===== src/rtl/core/qenc_pkg.sv =====
// Types and constants for the QOI encoder.
// No dependencies.
package qenc_pkg;
	typedef struct packed {
		logic [7:0] red;
		logic [7:0] green;
		logic [7:0] blue;
		logic [7:0] alpha;
	} pixel_in_t;

	typedef struct packed {
		logic [7:0] out_byte;
		logic       item_done;
		logic       image_done;
	} byte_out_t;

	// classified pixel passed from front to back
	typedef struct packed {
		logic        hdr;      // emit header first
		logic [7:0]  pre_run;  // run chunk before the pixel code, 0 = none
		logic [2:0]  kind;
		logic [7:0]  b0;
		logic [7:0]  b1;
		logic [31:0] px;
		logic        last;
		logic [7:0]  end_run;  // run flushed at image end, 0 = none
		logic [15:0] width;
		logic [15:0] height;
		logic        four;
	} cmd_t;

	localparam logic [2:0] K_NONE = 3'd0;
	localparam logic [2:0] K_ONE  = 3'd1; // b0
	localparam logic [2:0] K_TWO  = 3'd2; // b0 b1
	localparam logic [2:0] K_RGB  = 3'd3;
	localparam logic [2:0] K_RGBA = 3'd4;

	localparam logic [1:0] REG_CHANNELS = 2'd0;
	localparam logic [1:0] REG_WIDTH    = 2'd1;
	localparam logic [1:0] REG_HEIGHT   = 2'd2;

	localparam logic [7:0] OP_RGB  = 8'hFE;
	localparam logic [7:0] OP_RGBA = 8'hFF;
	localparam logic [5:0] RUN_CAP = 6'd62;
endpackage


===== src/rtl/core/qenc_front.sv =====
// Front end: pixel acceptance, index/run state and chunk classification.
// Depends on qenc_pkg.
module qenc_front import qenc_pkg::*; (
	input  logic        clk,
	input  logic        arst_n,
	input  logic        in_valid,
	input  pixel_in_t   pix,
	input  logic        four,
	input  logic [15:0] width,
	input  logic [15:0] height,
	output logic        cmd_valid,
	output cmd_t        cmd
);
	logic [31:0] index_q [64];
	logic [63:0] ivalid_q;
	logic [31:0] prev_q;
	logic [5:0]  run_q;
	logic [31:0] count_q;

	// stage 1: accepted pixel plus its registered index lookup
	logic        v_s1;
	logic [31:0] px_s1;
	logic [5:0]  h_s1;
	logic [31:0] rd_s1;
	logic        iv_s1;
	logic        fwd_s1;
	logic [31:0] fpx_s1;
	logic        clr_s1;

	logic [31:0] px_in;
	logic [9:0]  hsum;
	logic [5:0]  h_in;

	logic [31:0] px, hit_val;
	logic [5:0]  h;
	logic        same, last;
	logic [5:0]  run_n;
	logic [7:0]  vr, vg, vb, vgr, vgb;
	logic [31:0] total;

	always_comb begin
		px_in = {(four ? pix.alpha : 8'hFF), pix.blue, pix.green, pix.red};
		hsum = 10'(px_in[7:0] * 3) + 10'(px_in[15:8] * 5) + 10'(px_in[23:16] * 7)
			+ 10'(px_in[31:24] * 11);
		h_in = hsum[5:0];
	end

	always_comb begin
		px = px_s1;
		h = h_s1;
		// the item just ahead wrote or cleared the index in the lookup cycle
		if (clr_s1)
			hit_val = 32'd0;
		else if (fwd_s1)
			hit_val = fpx_s1;
		else
			hit_val = iv_s1 ? rd_s1 : 32'd0;
		same = (px == prev_q);
		total = width * height;
		if (total == 32'd0)
			total = 32'd1;
		last = (count_q + 32'd1) >= total;
		vr = px[7:0] - prev_q[7:0];
		vg = px[15:8] - prev_q[15:8];
		vb = px[23:16] - prev_q[23:16];
		vgr = vr - vg;
		vgb = vb - vg;

		cmd = '0;
		cmd.hdr = (count_q == 32'd0);
		cmd.px = px;
		cmd.last = last;
		cmd.width = width;
		cmd.height = height;
		cmd.four = four;
		cmd.kind = K_NONE;
		run_n = run_q;
		if (same) begin
			run_n = run_q + 6'd1;
			if (run_n == RUN_CAP) begin
				cmd.pre_run = 8'hC0 | 8'(RUN_CAP - 6'd1);
				run_n = '0;
			end
		end else begin
			if (run_q != 6'd0)
				cmd.pre_run = 8'hC0 | 8'(run_q - 6'd1);
			run_n = '0;
			if (hit_val == px) begin
				cmd.kind = K_ONE;
				cmd.b0 = {2'b00, h};
			end else if (four && px[31:24] != prev_q[31:24]) begin
				cmd.kind = K_RGBA;
			end else if ((vr + 8'd2) < 8'd4 && (vg + 8'd2) < 8'd4
					&& (vb + 8'd2) < 8'd4) begin
				cmd.kind = K_ONE;
				cmd.b0 = {2'b01, vr[1:0] + 2'd2, vg[1:0] + 2'd2, vb[1:0] + 2'd2};
			end else if ((vgr + 8'd8) < 8'd16 && (vg + 8'd32) < 8'd64
					&& (vgb + 8'd8) < 8'd16) begin
				cmd.kind = K_TWO;
				cmd.b0 = {2'b10, vg[5:0] + 6'd32};
				cmd.b1 = {vgr[3:0] + 4'd8, vgb[3:0] + 4'd8};
			end else begin
				cmd.kind = K_RGB;
			end
		end
		if (last && run_n != 6'd0)
			cmd.end_run = 8'hC0 | 8'(run_n - 6'd1);
	end

	assign cmd_valid = v_s1;

	always_ff @(posedge clk or negedge arst_n) begin
		if (!arst_n) begin
			v_s1 <= 1'b0;
			iv_s1 <= 1'b0;
			fwd_s1 <= 1'b0;
			clr_s1 <= 1'b0;
			ivalid_q <= '0;
			prev_q <= 32'hFF00_0000;
			run_q <= '0;
			count_q <= '0;
		end else begin
			v_s1 <= in_valid;
			iv_s1 <= ivalid_q[h_in];
			fwd_s1 <= v_s1 && (h_s1 == h_in);
			clr_s1 <= v_s1 && last;
			if (v_s1) begin
				if (last) begin
					ivalid_q <= '0;
					prev_q <= 32'hFF00_0000;
					run_q <= '0;
					count_q <= '0;
				end else begin
					ivalid_q[h] <= 1'b1;
					prev_q <= px;
					run_q <= run_n;
					count_q <= count_q + 32'd1;
				end
			end
		end
	end

	always_ff @(posedge clk) begin
		if (v_s1)
			index_q[h_s1] <= px_s1;
		rd_s1 <= index_q[h_in];
		fpx_s1 <= px_s1;
		if (in_valid) begin
			px_s1 <= px_in;
			h_s1 <= h_in;
		end
	end
endmodule


===== src/rtl/core/qenc_queue.sv =====
// Short command queue between front and back.
// Depends on qenc_pkg.
module qenc_queue import qenc_pkg::*; #(
	parameter int Depth = 4
) (
	input  logic clk,
	input  logic arst_n,
	input  logic wr,
	input  cmd_t wdata,
	output logic full,
	input  logic rd,
	output cmd_t rdata,
	output logic empty
);
	localparam int AW = $clog2(Depth);
	cmd_t mem_q [Depth];
	logic [AW-1:0] wp_q, rp_q;
	logic [AW:0] cnt_q;

	// a write pending this cycle already holds a slot for the item behind it
	assign full = (cnt_q + (AW+1)'(wr)) >= (AW+1)'(Depth);
	assign empty = (cnt_q == '0);
	assign rdata = mem_q[rp_q];

	always_ff @(posedge clk) begin
		if (wr)
			mem_q[wp_q] <= wdata;
	end

	always_ff @(posedge clk or negedge arst_n) begin
		if (!arst_n) begin
			wp_q <= '0;
			rp_q <= '0;
			cnt_q <= '0;
		end else begin
			if (wr)
				wp_q <= (wp_q == AW'(Depth - 1)) ? '0 : wp_q + 1'b1;
			if (rd)
				rp_q <= (rp_q == AW'(Depth - 1)) ? '0 : rp_q + 1'b1;
			cnt_q <= cnt_q + (AW+1)'(wr) - (AW+1)'(rd);
		end
	end
endmodule


===== src/rtl/core/qenc_back.sv =====
// Back end: sequences the bytes of one command into the output register.
// Depends on qenc_pkg.
module qenc_back import qenc_pkg::*; (
	input  logic      clk,
	input  logic      arst_n,
	input  cmd_t      cmd,
	input  logic      cmd_avail,
	output logic      cmd_take,
	output logic      empty,
	input  logic      pop,
	output byte_out_t result
);
	// byte slots: 0..13 header, 14 pre-run, 15..19 pixel, 20 end run, 21..28 marker
	localparam logic [4:0] S_PRE = 5'd14;
	localparam logic [4:0] S_PIX = 5'd15;
	localparam logic [4:0] S_END = 5'd20;
	localparam logic [4:0] S_MRK = 5'd21;
	localparam logic [4:0] S_LAST = 5'd28;

	logic [4:0] slot_q;
	logic       busy_q;
	logic       out_v_q;
	byte_out_t  out_q;

	logic       has;
	logic       any;
	logic [7:0] val;
	logic [4:0] first;
	logic [4:0] cur;
	logic [4:0] nxt;
	logic       more;
	logic       load;

	function automatic logic slot_has(input cmd_t c, input logic [4:0] s);
		logic r;
		r = 1'b0;
		if (s < S_PRE)
			r = c.hdr;
		else if (s == S_PRE)
			r = c.pre_run != 8'd0;
		else if (s < S_END)
			case (c.kind)
				K_ONE:   r = (s == S_PIX);
				K_TWO:   r = (s <= S_PIX + 5'd1);
				K_RGB:   r = (s <= S_PIX + 5'd3);
				K_RGBA:  r = 1'b1;
				default: r = 1'b0;
			endcase
		else if (s == S_END)
			r = c.last && c.end_run != 8'd0;
		else
			r = c.last;
		return r;
	endfunction

	always_comb begin
		// empty slots are skipped: a new command starts at its first byte
		first = 5'd0;
		any = 1'b0;
		for (int s = 28; s >= 0; s--)
			if (slot_has(cmd, 5'(s))) begin
				first = 5'(s);
				any = 1'b1;
			end
		cur = busy_q ? slot_q : first;
		has = busy_q || any;
		val = 8'd0;
		case (cur)
			5'd0: val = 8'h71;
			5'd1: val = 8'h6F;
			5'd2: val = 8'h69;
			5'd3: val = 8'h66;
			5'd6: val = cmd.width[15:8];
			5'd7: val = cmd.width[7:0];
			5'd10: val = cmd.height[15:8];
			5'd11: val = cmd.height[7:0];
			5'd12: val = cmd.four ? 8'd4 : 8'd3;
			S_PRE: val = cmd.pre_run;
			S_PIX: val = (cmd.kind == K_RGB) ? OP_RGB : (cmd.kind == K_RGBA) ? OP_RGBA
				: cmd.b0;
			5'd16: val = (cmd.kind == K_TWO) ? cmd.b1 : cmd.px[7:0];
			5'd17: val = cmd.px[15:8];
			5'd18: val = cmd.px[23:16];
			5'd19: val = cmd.px[31:24];
			S_END: val = cmd.end_run;
			S_LAST: val = 8'd1;
			default: val = 8'd0;
		endcase
		nxt = 5'd0;
		more = 1'b0;
		for (int s = 28; s >= 0; s--)
			if (5'(s) > cur && slot_has(cmd, 5'(s))) begin
				nxt = 5'(s);
				more = 1'b1;
			end
		load = cmd_avail && (!out_v_q || pop);
		cmd_take = load && !more;
	end

	assign empty = !out_v_q;
	assign result = out_q;

	always_ff @(posedge clk or negedge arst_n) begin
		if (!arst_n) begin
			slot_q <= '0;
			out_v_q <= 1'b0;
			busy_q <= 1'b0;
		end else begin
			if (pop && out_v_q)
				out_v_q <= 1'b0;
			if (load) begin
				busy_q <= more;
				out_v_q <= has;
				slot_q <= nxt;
			end
		end
	end

	always_ff @(posedge clk) begin
		if (load) begin
			out_q.out_byte <= val;
			out_q.item_done <= !more;
			out_q.image_done <= (cur == S_LAST);
		end
	end
endmodule


===== src/rtl/core/qoi_image_encoder.sv =====
// QOI encoder top level: front classifier, command queue, byte sequencer.
// Depends on qenc_pkg, qenc_front, qenc_queue, qenc_back.
// One pixel is accepted per cycle while the command queue has room; the front
// registers the pixel with its color index lookup, then queues a command. The
// back end emits one byte per cycle while the output is popped (header, run,
// chunk, end marker); a pixel holds the byte side until its bytes are out, and
// one that only extends a run still takes a turn there. A pixel's first byte
// passes the front stage register, the queue and the output register. Index
// and diff pixels with no run before them stream one per cycle while popped;
// longer chunks, runs, headers and markers stall input once the queue fills.
module qoi_image_encoder import qenc_pkg::*; #(
	parameter int QueueDepth = 4
) (
	input  logic        clk,
	input  logic        arst_n,
	input  logic        push,
	output logic        full,
	input  pixel_in_t   pixel,
	output logic        empty,
	input  logic        pop,
	output byte_out_t   result,
	input  logic        cfg_valid,
	output logic        cfg_ready,
	input  logic [1:0]  cfg_index,
	input  logic [15:0] cfg_data
);
	logic [2:0]  chan_q;
	logic [15:0] width_q, height_q;
	cmd_t        fcmd, bcmd;
	logic        fvalid;
	logic        qempty, take, acc;

	assign cfg_ready = 1'b1;
	assign acc = push && !full;

	always_ff @(posedge clk or negedge arst_n) begin
		if (!arst_n) begin
			chan_q <= 3'd4;
			width_q <= 16'd1;
			height_q <= 16'd1;
		end else if (cfg_valid) begin
			case (cfg_index)
				REG_CHANNELS: chan_q <= cfg_data[2:0];
				REG_WIDTH:    width_q <= cfg_data;
				REG_HEIGHT:   height_q <= cfg_data;
				default: ;
			endcase
		end
	end

	qenc_front u_front (
		.clk(clk), .arst_n(arst_n), .in_valid(acc), .pix(pixel),
		.four(chan_q != 3'd3), .width(width_q), .height(height_q),
		.cmd_valid(fvalid), .cmd(fcmd)
	);

	qenc_queue #(.Depth(QueueDepth)) u_queue (
		.clk(clk), .arst_n(arst_n), .wr(fvalid), .wdata(fcmd), .full(full),
		.rd(take), .rdata(bcmd), .empty(qempty)
	);

	qenc_back u_back (
		.clk(clk), .arst_n(arst_n), .cmd(bcmd), .cmd_avail(!qempty),
		.cmd_take(take), .empty(empty), .pop(pop), .result(result)
	);
endmodule


===== config.mk =====
export PLATFORM = sky130hd
export DESIGN_NAME = qoi_image_encoder
export DESIGN_NICKNAME = d
export VERILOG_FILES = /design/src/rtl/core/qenc_pkg.sv /design/src/rtl/core/qenc_front.sv /design/src/rtl/core/qenc_queue.sv /design/src/rtl/core/qenc_back.sv /design/src/rtl/core/qoi_image_encoder.sv
export SDC_FILE = /design/constraint.sdc
export NUM_CORES = 2
export LEC_CHECK = 0
export ABC_CLOCK_PERIOD_IN_PS = 10250
export BUFFER_PORTS_ARGS = -buffer_cell sky130_fd_sc_hd__buf_4
export CAP_MARGIN = 40
export CORE_ASPECT_RATIO = 0.75
export CORE_UTILIZATION = 30
export CTS_CLUSTER_SIZE = 25
export DETAILED_ROUTE_END_ITERATION = 10
export GPL_ROUTABILITY_DRIVEN = 0
export HOLD_SLACK_MARGIN = 0.15
export PLACE_DENSITY = 0.42
export SLEW_MARGIN = 20
export SYNTH_ARGS = -nofsm -noshare
export SYNTH_HDL_FRONTEND = slang
export SYNTH_SLANG_ARGS = --single-unit

===== constraint.sdc =====
create_clock -name clk -period 10.25 [get_ports clk]
set_clock_uncertainty 0.1 [all_clocks]
set_input_delay 1.025 -clock clk [delete_from_list [all_inputs] [get_ports clk]]
set_output_delay 1.025 -clock clk [all_outputs]
set_load 0.01 [all_outputs]

Yosys cells after proc, flatten, opt, wreduce, memory -nomap -nowiden --
Memory sizes are Yosys's and may differ from the RTL's. A register that Yosys moved wholly into a read port is not among the register bits. Cells that the tools add are included.
Operators by class: $add $sub $neg 28, multipliers 5, div/mod/pow operators 0, magnitude comparators 40, eq/ne operators 30, shift operators 0, mux-type cells 118, bitwise logic cells 1, reductions and logical operators 65
Operators by type and width (count):
- two-way mux 32 bit | 6
- two-way mux 5 bit | 38
- case mux 8 bit (17 select lines) | 1
- two-way mux 8 bit | 10
- greater-than comparator 5 bit (first input constant) | 13
- equality test 32 bit | 2
- logical NOT 32 bit | 2
- two-way mux 64 bit | 1
- bitwise OR 64 bit | 1
- two-way mux 1 bit | 48
- logical AND 1 bit | 43
- greater-than comparator 4 x 5 -> 1 bit (first input constant) | 8
- subtractor 8 bit | 5
- adder 32 x 1 -> 32 bit (second input constant) | 1
- >= comparator 32 bit | 1
- multiplier 16 x 16 -> 32 bit | 1
- two-way mux 16 bit | 2
- equality test 5 bit (second input constant) | 6
- equality test 5 x 4 -> 1 bit (second input constant) | 5
- adder 8 x 2 -> 8 bit (second input constant) | 3
- less-than comparator 8 x 3 -> 1 bit (second input constant) | 3
- two-way mux 11 bit | 2
- greater-than comparator 3 x 5 -> 1 bit (first input constant) | 4
- two-way mux 19 bit | 1
- 50 further kinds | 80
Word-level totals: flip-flop bits (word level) 267, bits in latches 0, memory bits (writable) 2456, bits in read-only memories 0, output and inout bits 13, logic and storage cells 312, memories 2
Memory list:
- u_front.index_q | depth 64, bits a word 32, rd ports 1, clocked after memory_dff 1, wr ports 1, RTL line qenc_front.sv:14 | logic [31:0] index_q [64];
- u_queue.mem_q | depth 4, bits a word 102, rd ports 1, clocked after memory_dff 0, wr ports 1, RTL line qenc_queue.sv:16 | cmd_t mem_q [Depth];

Logic depth before layout (Yosys ltp) --
An unclocked memory read counts as a cell.
word-level depth 45, depth in mapped cells 42, gate-level depth less buffers 39

Cells and area by module --
Synthesis repeated with hierarchy kept, for this count alone.
Unflattened totals: cells, all modules 6445, area total of the unflattened synthesis 119245.6 µm²
Modules (own cells, without submodules):
- qenc_front | times used 1, cells an instance 5511, area an instance 100492.6 µm², seq. area each 67384.6 µm²
- qenc_queue | times used 1, cells an instance 569, area an instance 15183.3 µm², seq. area each 12426.9 µm²
- qenc_back | times used 1, cells an instance 285, area an instance 2117.0 µm², seq. area each 475.5 µm²
- qoi_image_encoder | times used 1, cells an instance 80, area an instance 1452.6 µm², seq. area each 879.6 µm²

Worst setup path before layout --
OpenSTA, ideal clock, no wires.
kind flip-flop to flip-flop, from reg width_q[13], to mem u_queue.mem_q[0][36] (netlist name), data pin, library setup time 0.306 ns, arrival 9.308 ns, data required time 9.844 ns, setup slack 0.536 ns, cell stages (with the launch flop) 40, path buffers 4, period minus slack after synthesis 9.714 ns, cell sequence dfrtp_1 -> clkbuf_1 -> clkbuf_1 -> nand2_1 -> fa_1 -> inv_1 -> fa_1 -> inv_1 -> fa_1 -> inv_1 -> fa_1 -> fa_1 -> fa_1 -> ha_1 -> a21o_1 -> a21o_1 -> a2111oi_0 -> o31ai_1 -> [... 4 more ...] -> nor2_1 -> xnor2_1 -> or3_1 -> o31ai_1 -> ha_1 -> nand2b_1 -> a21o_1 -> a21o_1 -> a21o_1 -> a211oi_1 -> o21ai_0 -> a2111oi_0 -> o31a_1 -> o211ai_1 -> clkbuf_1 -> clkbuf_1 -> o21ai_1 -> a21oi_1
RTL lines:
- start, declared | RTL line qoi_image_encoder.sv:28 | logic [15:0] width_q, height_q;
- start signal, assigned | RTL line qoi_image_encoder.sv:44 | REG_WIDTH: width_q <= cfg_data;
- end, declared | RTL line qenc_queue.sv:16

==> results.yml <==
status:
  status: "completed"
sta:
  fin_tns_setup_ns: 0
  hold_violations: 0
  setup_ws_ns: 0.445
  rsz0062_at_grt: "false"
  period_share_pct: 95.7
  timing.fmax_mhz: 102
  slew_headroom_pct: 30.8
  setup_viol_count_final: 0
  tightestPinTransition_ns: 1.03
  slew_violations: 0
  fin_crit_ns: 9.80
setup_path:
  cp.arrival_ns: 10.23
  end_kind: "flop"
  cp_max_fo: 14
  required_ns: 10.67
  slowest_delay_ns: 0.54
  r2r_slack_ns: 0.45
  cp-start-kind: "flop"
  crit_top_cell: "fa_1"
  rr_endpoint: "u_queue.mem_q[0][33]"
  crit_type: "reg -> reg"
  rr_startpoint: "width_q[6]"
  cp_slowest_cell: "fa_1"
  reg2reg_depth: 38
drt:
  drc: 0
  via_per_inst: 5.04
  dr.pass1.iters: 5
  wl_per_cell_um: 29.5
  vias: 62092
  routed_wl_mm: 363
  drtIter0Drc: 6353
  ant_nets: 0
yosys:
  yosysUniqueCellTypes: 92
  synth_area_per_cell_um2: 18.5
  yosys_register_bits: 2747
  async_reset_ff_share_pct: 6.81
  synth_edf_count: 2496
  yosysSeqAreaShare_pct: 68.4
  yosys_warnings: 0
  synthFlopType: "edfxtp_1"
  syn-num-nets: 6901
  netlist_area_um2: 118000
  syn-instance-count: 6411
placement:
  io_buffers: 66
  dpl.hpwl_mm: 220
  place_inst: 11731
  dp_slack_ns: 0.0328
grt:
  grt_start_max_net_pins: 91
  overflow: 0
  grt_usage_pct: 18.1
  grt_pass1_vias: 63840
  antenna_found_initial: 36
  grt_pass1_wl_mm: 510
floorplan:
  initial_core_util_pct: 30.2
  die_w_um: 727
  io_pins: 68
  core_um2: 392000
  die_area_um2: 397000
  die_y_um: 546
  num_rows: 199
cells_and_area:
  drive_gt1_share_pct: 25.8
  nNetsFinal: 7329
  fillers: 36748
  syn2layout_area_growth_pct: 16.8
  fin_cells: 12313
min_path:
  hold_start: "pixel[31]"
  min_to: "u_front.px[7]"
  min_path_cells: 1
  hold_path_class: "in -> reg"
clock_tree:
  numCtsBuffers: 293
  clk_path_buf_depth: 4
  cts_root_buffer: "clkbuf_16"
  cts.sinks: 2747
  cts_tree: "yes"
  clk-insertion-delay-late_ns: 0.88
  clkTransAtPathRegs_ns: 0.07
  htree_num_levels: 5
run:
  cap_violations: 0
## placed cells by master, fill, tap and decap left out, drive strengths merged, types with 9 or more instances in the layout
cell type | Yosys | final
a211oi | 42 | 42
a21o | 34 | 34
a21oi | 125 | 125
a22oi | 38 | 38
and2 | 125 | 125
and3 | 20 | 20
buf | 76 | 434
bufinv | 0 | 33
clkbuf | 230 | 361
clkinv | 0 | 104
clkinvlp | 0 | 15
dfrtp | 176 | 176
dfstp | 11 | 11
dfxtp | 64 | 64
diode | 0 | 16
edfxtp | 2496 | 2496
fa | 222 | 222
ha | 213 | 213
inv | 338 | 353
mux2 | 39 | 39
mux2i | 52 | 52
mux4 | 760 | 760
nand2 | 314 | 314
nand2b | 26 | 26
nand3 | 54 | 54
nand3b | 10 | 10
nand4 | 31 | 31
nor2 | 345 | 345
nor2b | 51 | 51
nor3 | 39 | 39
nor4 | 25 | 25
o21a | 13 | 13
o21ai | 94 | 94
o22ai | 28 | 28
o2bb2ai | 26 | 26
o31ai | 9 | 9
or3 | 14 | 14
xnor2 | 115 | 115
xor2 | 53 | 53
## registers in the layout, indices dropped and copies added (netlist names), 3 cells and up
name / cells
u_front.run_q: 6
width_q: 16
u_front.count_q: 32
u_front.rd_s1: 32
u_back.result: 10
chan_q: 3
u_queue.cnt_q: 3
u_back.slot_q: 5
u_front.h: 6
u_front.prev_q: 32
u_front.index_q: 2048
u_queue.mem_q: 400
u_front.fpx_s1: 32
u_front.ivalid_q: 64
u_front.px: 32
height_q: 16
## worst max-delay path, delay by kind of cell (launching register included)
family	cells	cell delay, ns
AOI/OAI and AO/OA	15	2.87
buffers and inverters	7	0.85
DFF	1	0.44
and+or+nand+nor	7	1.60
adders and majority gates	8	3.28
xor gates and xnor gates	1	0.24
## metal layers
metal | vias up | wire length (um) | global-route usage [%]
li1 | 26023 | - | -
met1 | 33794 | 176000 | 28.2
met2 | 1893 | 157000 | 26.5
met3 | 380 | 24300 | 3.35
met4 | 2 | 6130 | 3.15
met5 | - | 19 | 0
## stage by stage
stage | hold WS, ns | instance area [um2] | utilization [%]
final | 0.232 | 138000 | 35.2
after global routing | 0.175 | 138000 | 35.2
after CTS | 0.151 | 138000 | 35.1
after detailed placement | 0.383 | 128000 | 32.6
after global placement | 0.372 | 127000 | 32.4
after floorplan | 0.359 | 118000 | -
## worst max-delay path by stage
stage,depth (start not counted),endpoint,slack [ns],startpoint
after floorplan,39,u_queue.mem_q[0][36],0.54,width_q[13]
after global placement,39,u_front.ivalid_q[30],0.10,width_q[9]
after detailed placement,39,u_front.ivalid_q[8],0.03,width_q[9]
after CTS,40,u_front.ivalid_q[8],0.01,height_q[13]
after global routing,37,u_queue.mem_q[2][33],0.02,width_q[6]
final,38,u_queue.mem_q[0][33],0.45,width_q[6]
## layout make-up
| class | count | area, um2 | area share [%] |
|---|---|---|---|
| flip-flops and latches | 2747 | 81000 | 58.6 |
| clock inverters | 167 | 1780 | 1.29 |
| clock buffers | 360 | 7780 | 5.63 |
| diodes | 16 | 40.0 | 0.0290 |
| multi-input cells | 3020 | 35700 | 25.8 |
| inverters | 338 | 1270 | 0.918 |
| repair buffers | 439 | 4180 | 3.02 |
| well taps | 5226 | 6540 | 4.73 |
## what timing repair did
item                       CTS  global route
pin swaps                    0             5
setup endpoints to repair   75           167
hold endpoints to repair    64             0
gates cloned                 0             0
setup buffers                0            23
gates resized for setup      4            48
hold buffers                 2             0
## synthesized netlist by cell type (41+ instances only)
| library cell | count | area share (%) |
|---|---|---|
| nor2_1 | 338 | 1.1 |
| ha_1 | 213 | 2.3 |
| nand2_1 | 310 | 0.98 |
| and2_1 | 124 | 0.66 |
| clkbuf_1 | 230 | 0.73 |
| xnor2_1 | 115 | 0.85 |
| nand3_1 | 54 | 0.23 |
| buf_1 | 63 | 0.20 |
| edfxtp_1 | 2496 | 63 |
| dfxtp_1 | 64 | 1.1 |
| xor2_1 | 53 | 0.39 |
| nor2b_1 | 51 | 0.27 |
| a211oi_1 | 41 | 0.26 |
| a21oi_1 | 123 | 0.52 |
| fa_1 | 222 | 3.8 |
| inv_1 | 338 | 1.1 |
| dfrtp_1 | 176 | 3.7 |
| mux4_2 | 759 | 14 |
| mux2i_1 | 52 | 0.44 |
| o21ai_0 | 87 | 0.37 |
## cell families after synthesis
group           synth area share (%)
buf+inv                         2.07
fa+ha+maj                       6.01
flops                           68.4
simple gates                    4.37
xor+xnor                        1.24
mux                             15.3
other cells                  0.00317
compound gates                  2.66
Power is not shown: default switching activity piles up to over one toggle a cycle in this logic, so the estimate is an artifact.
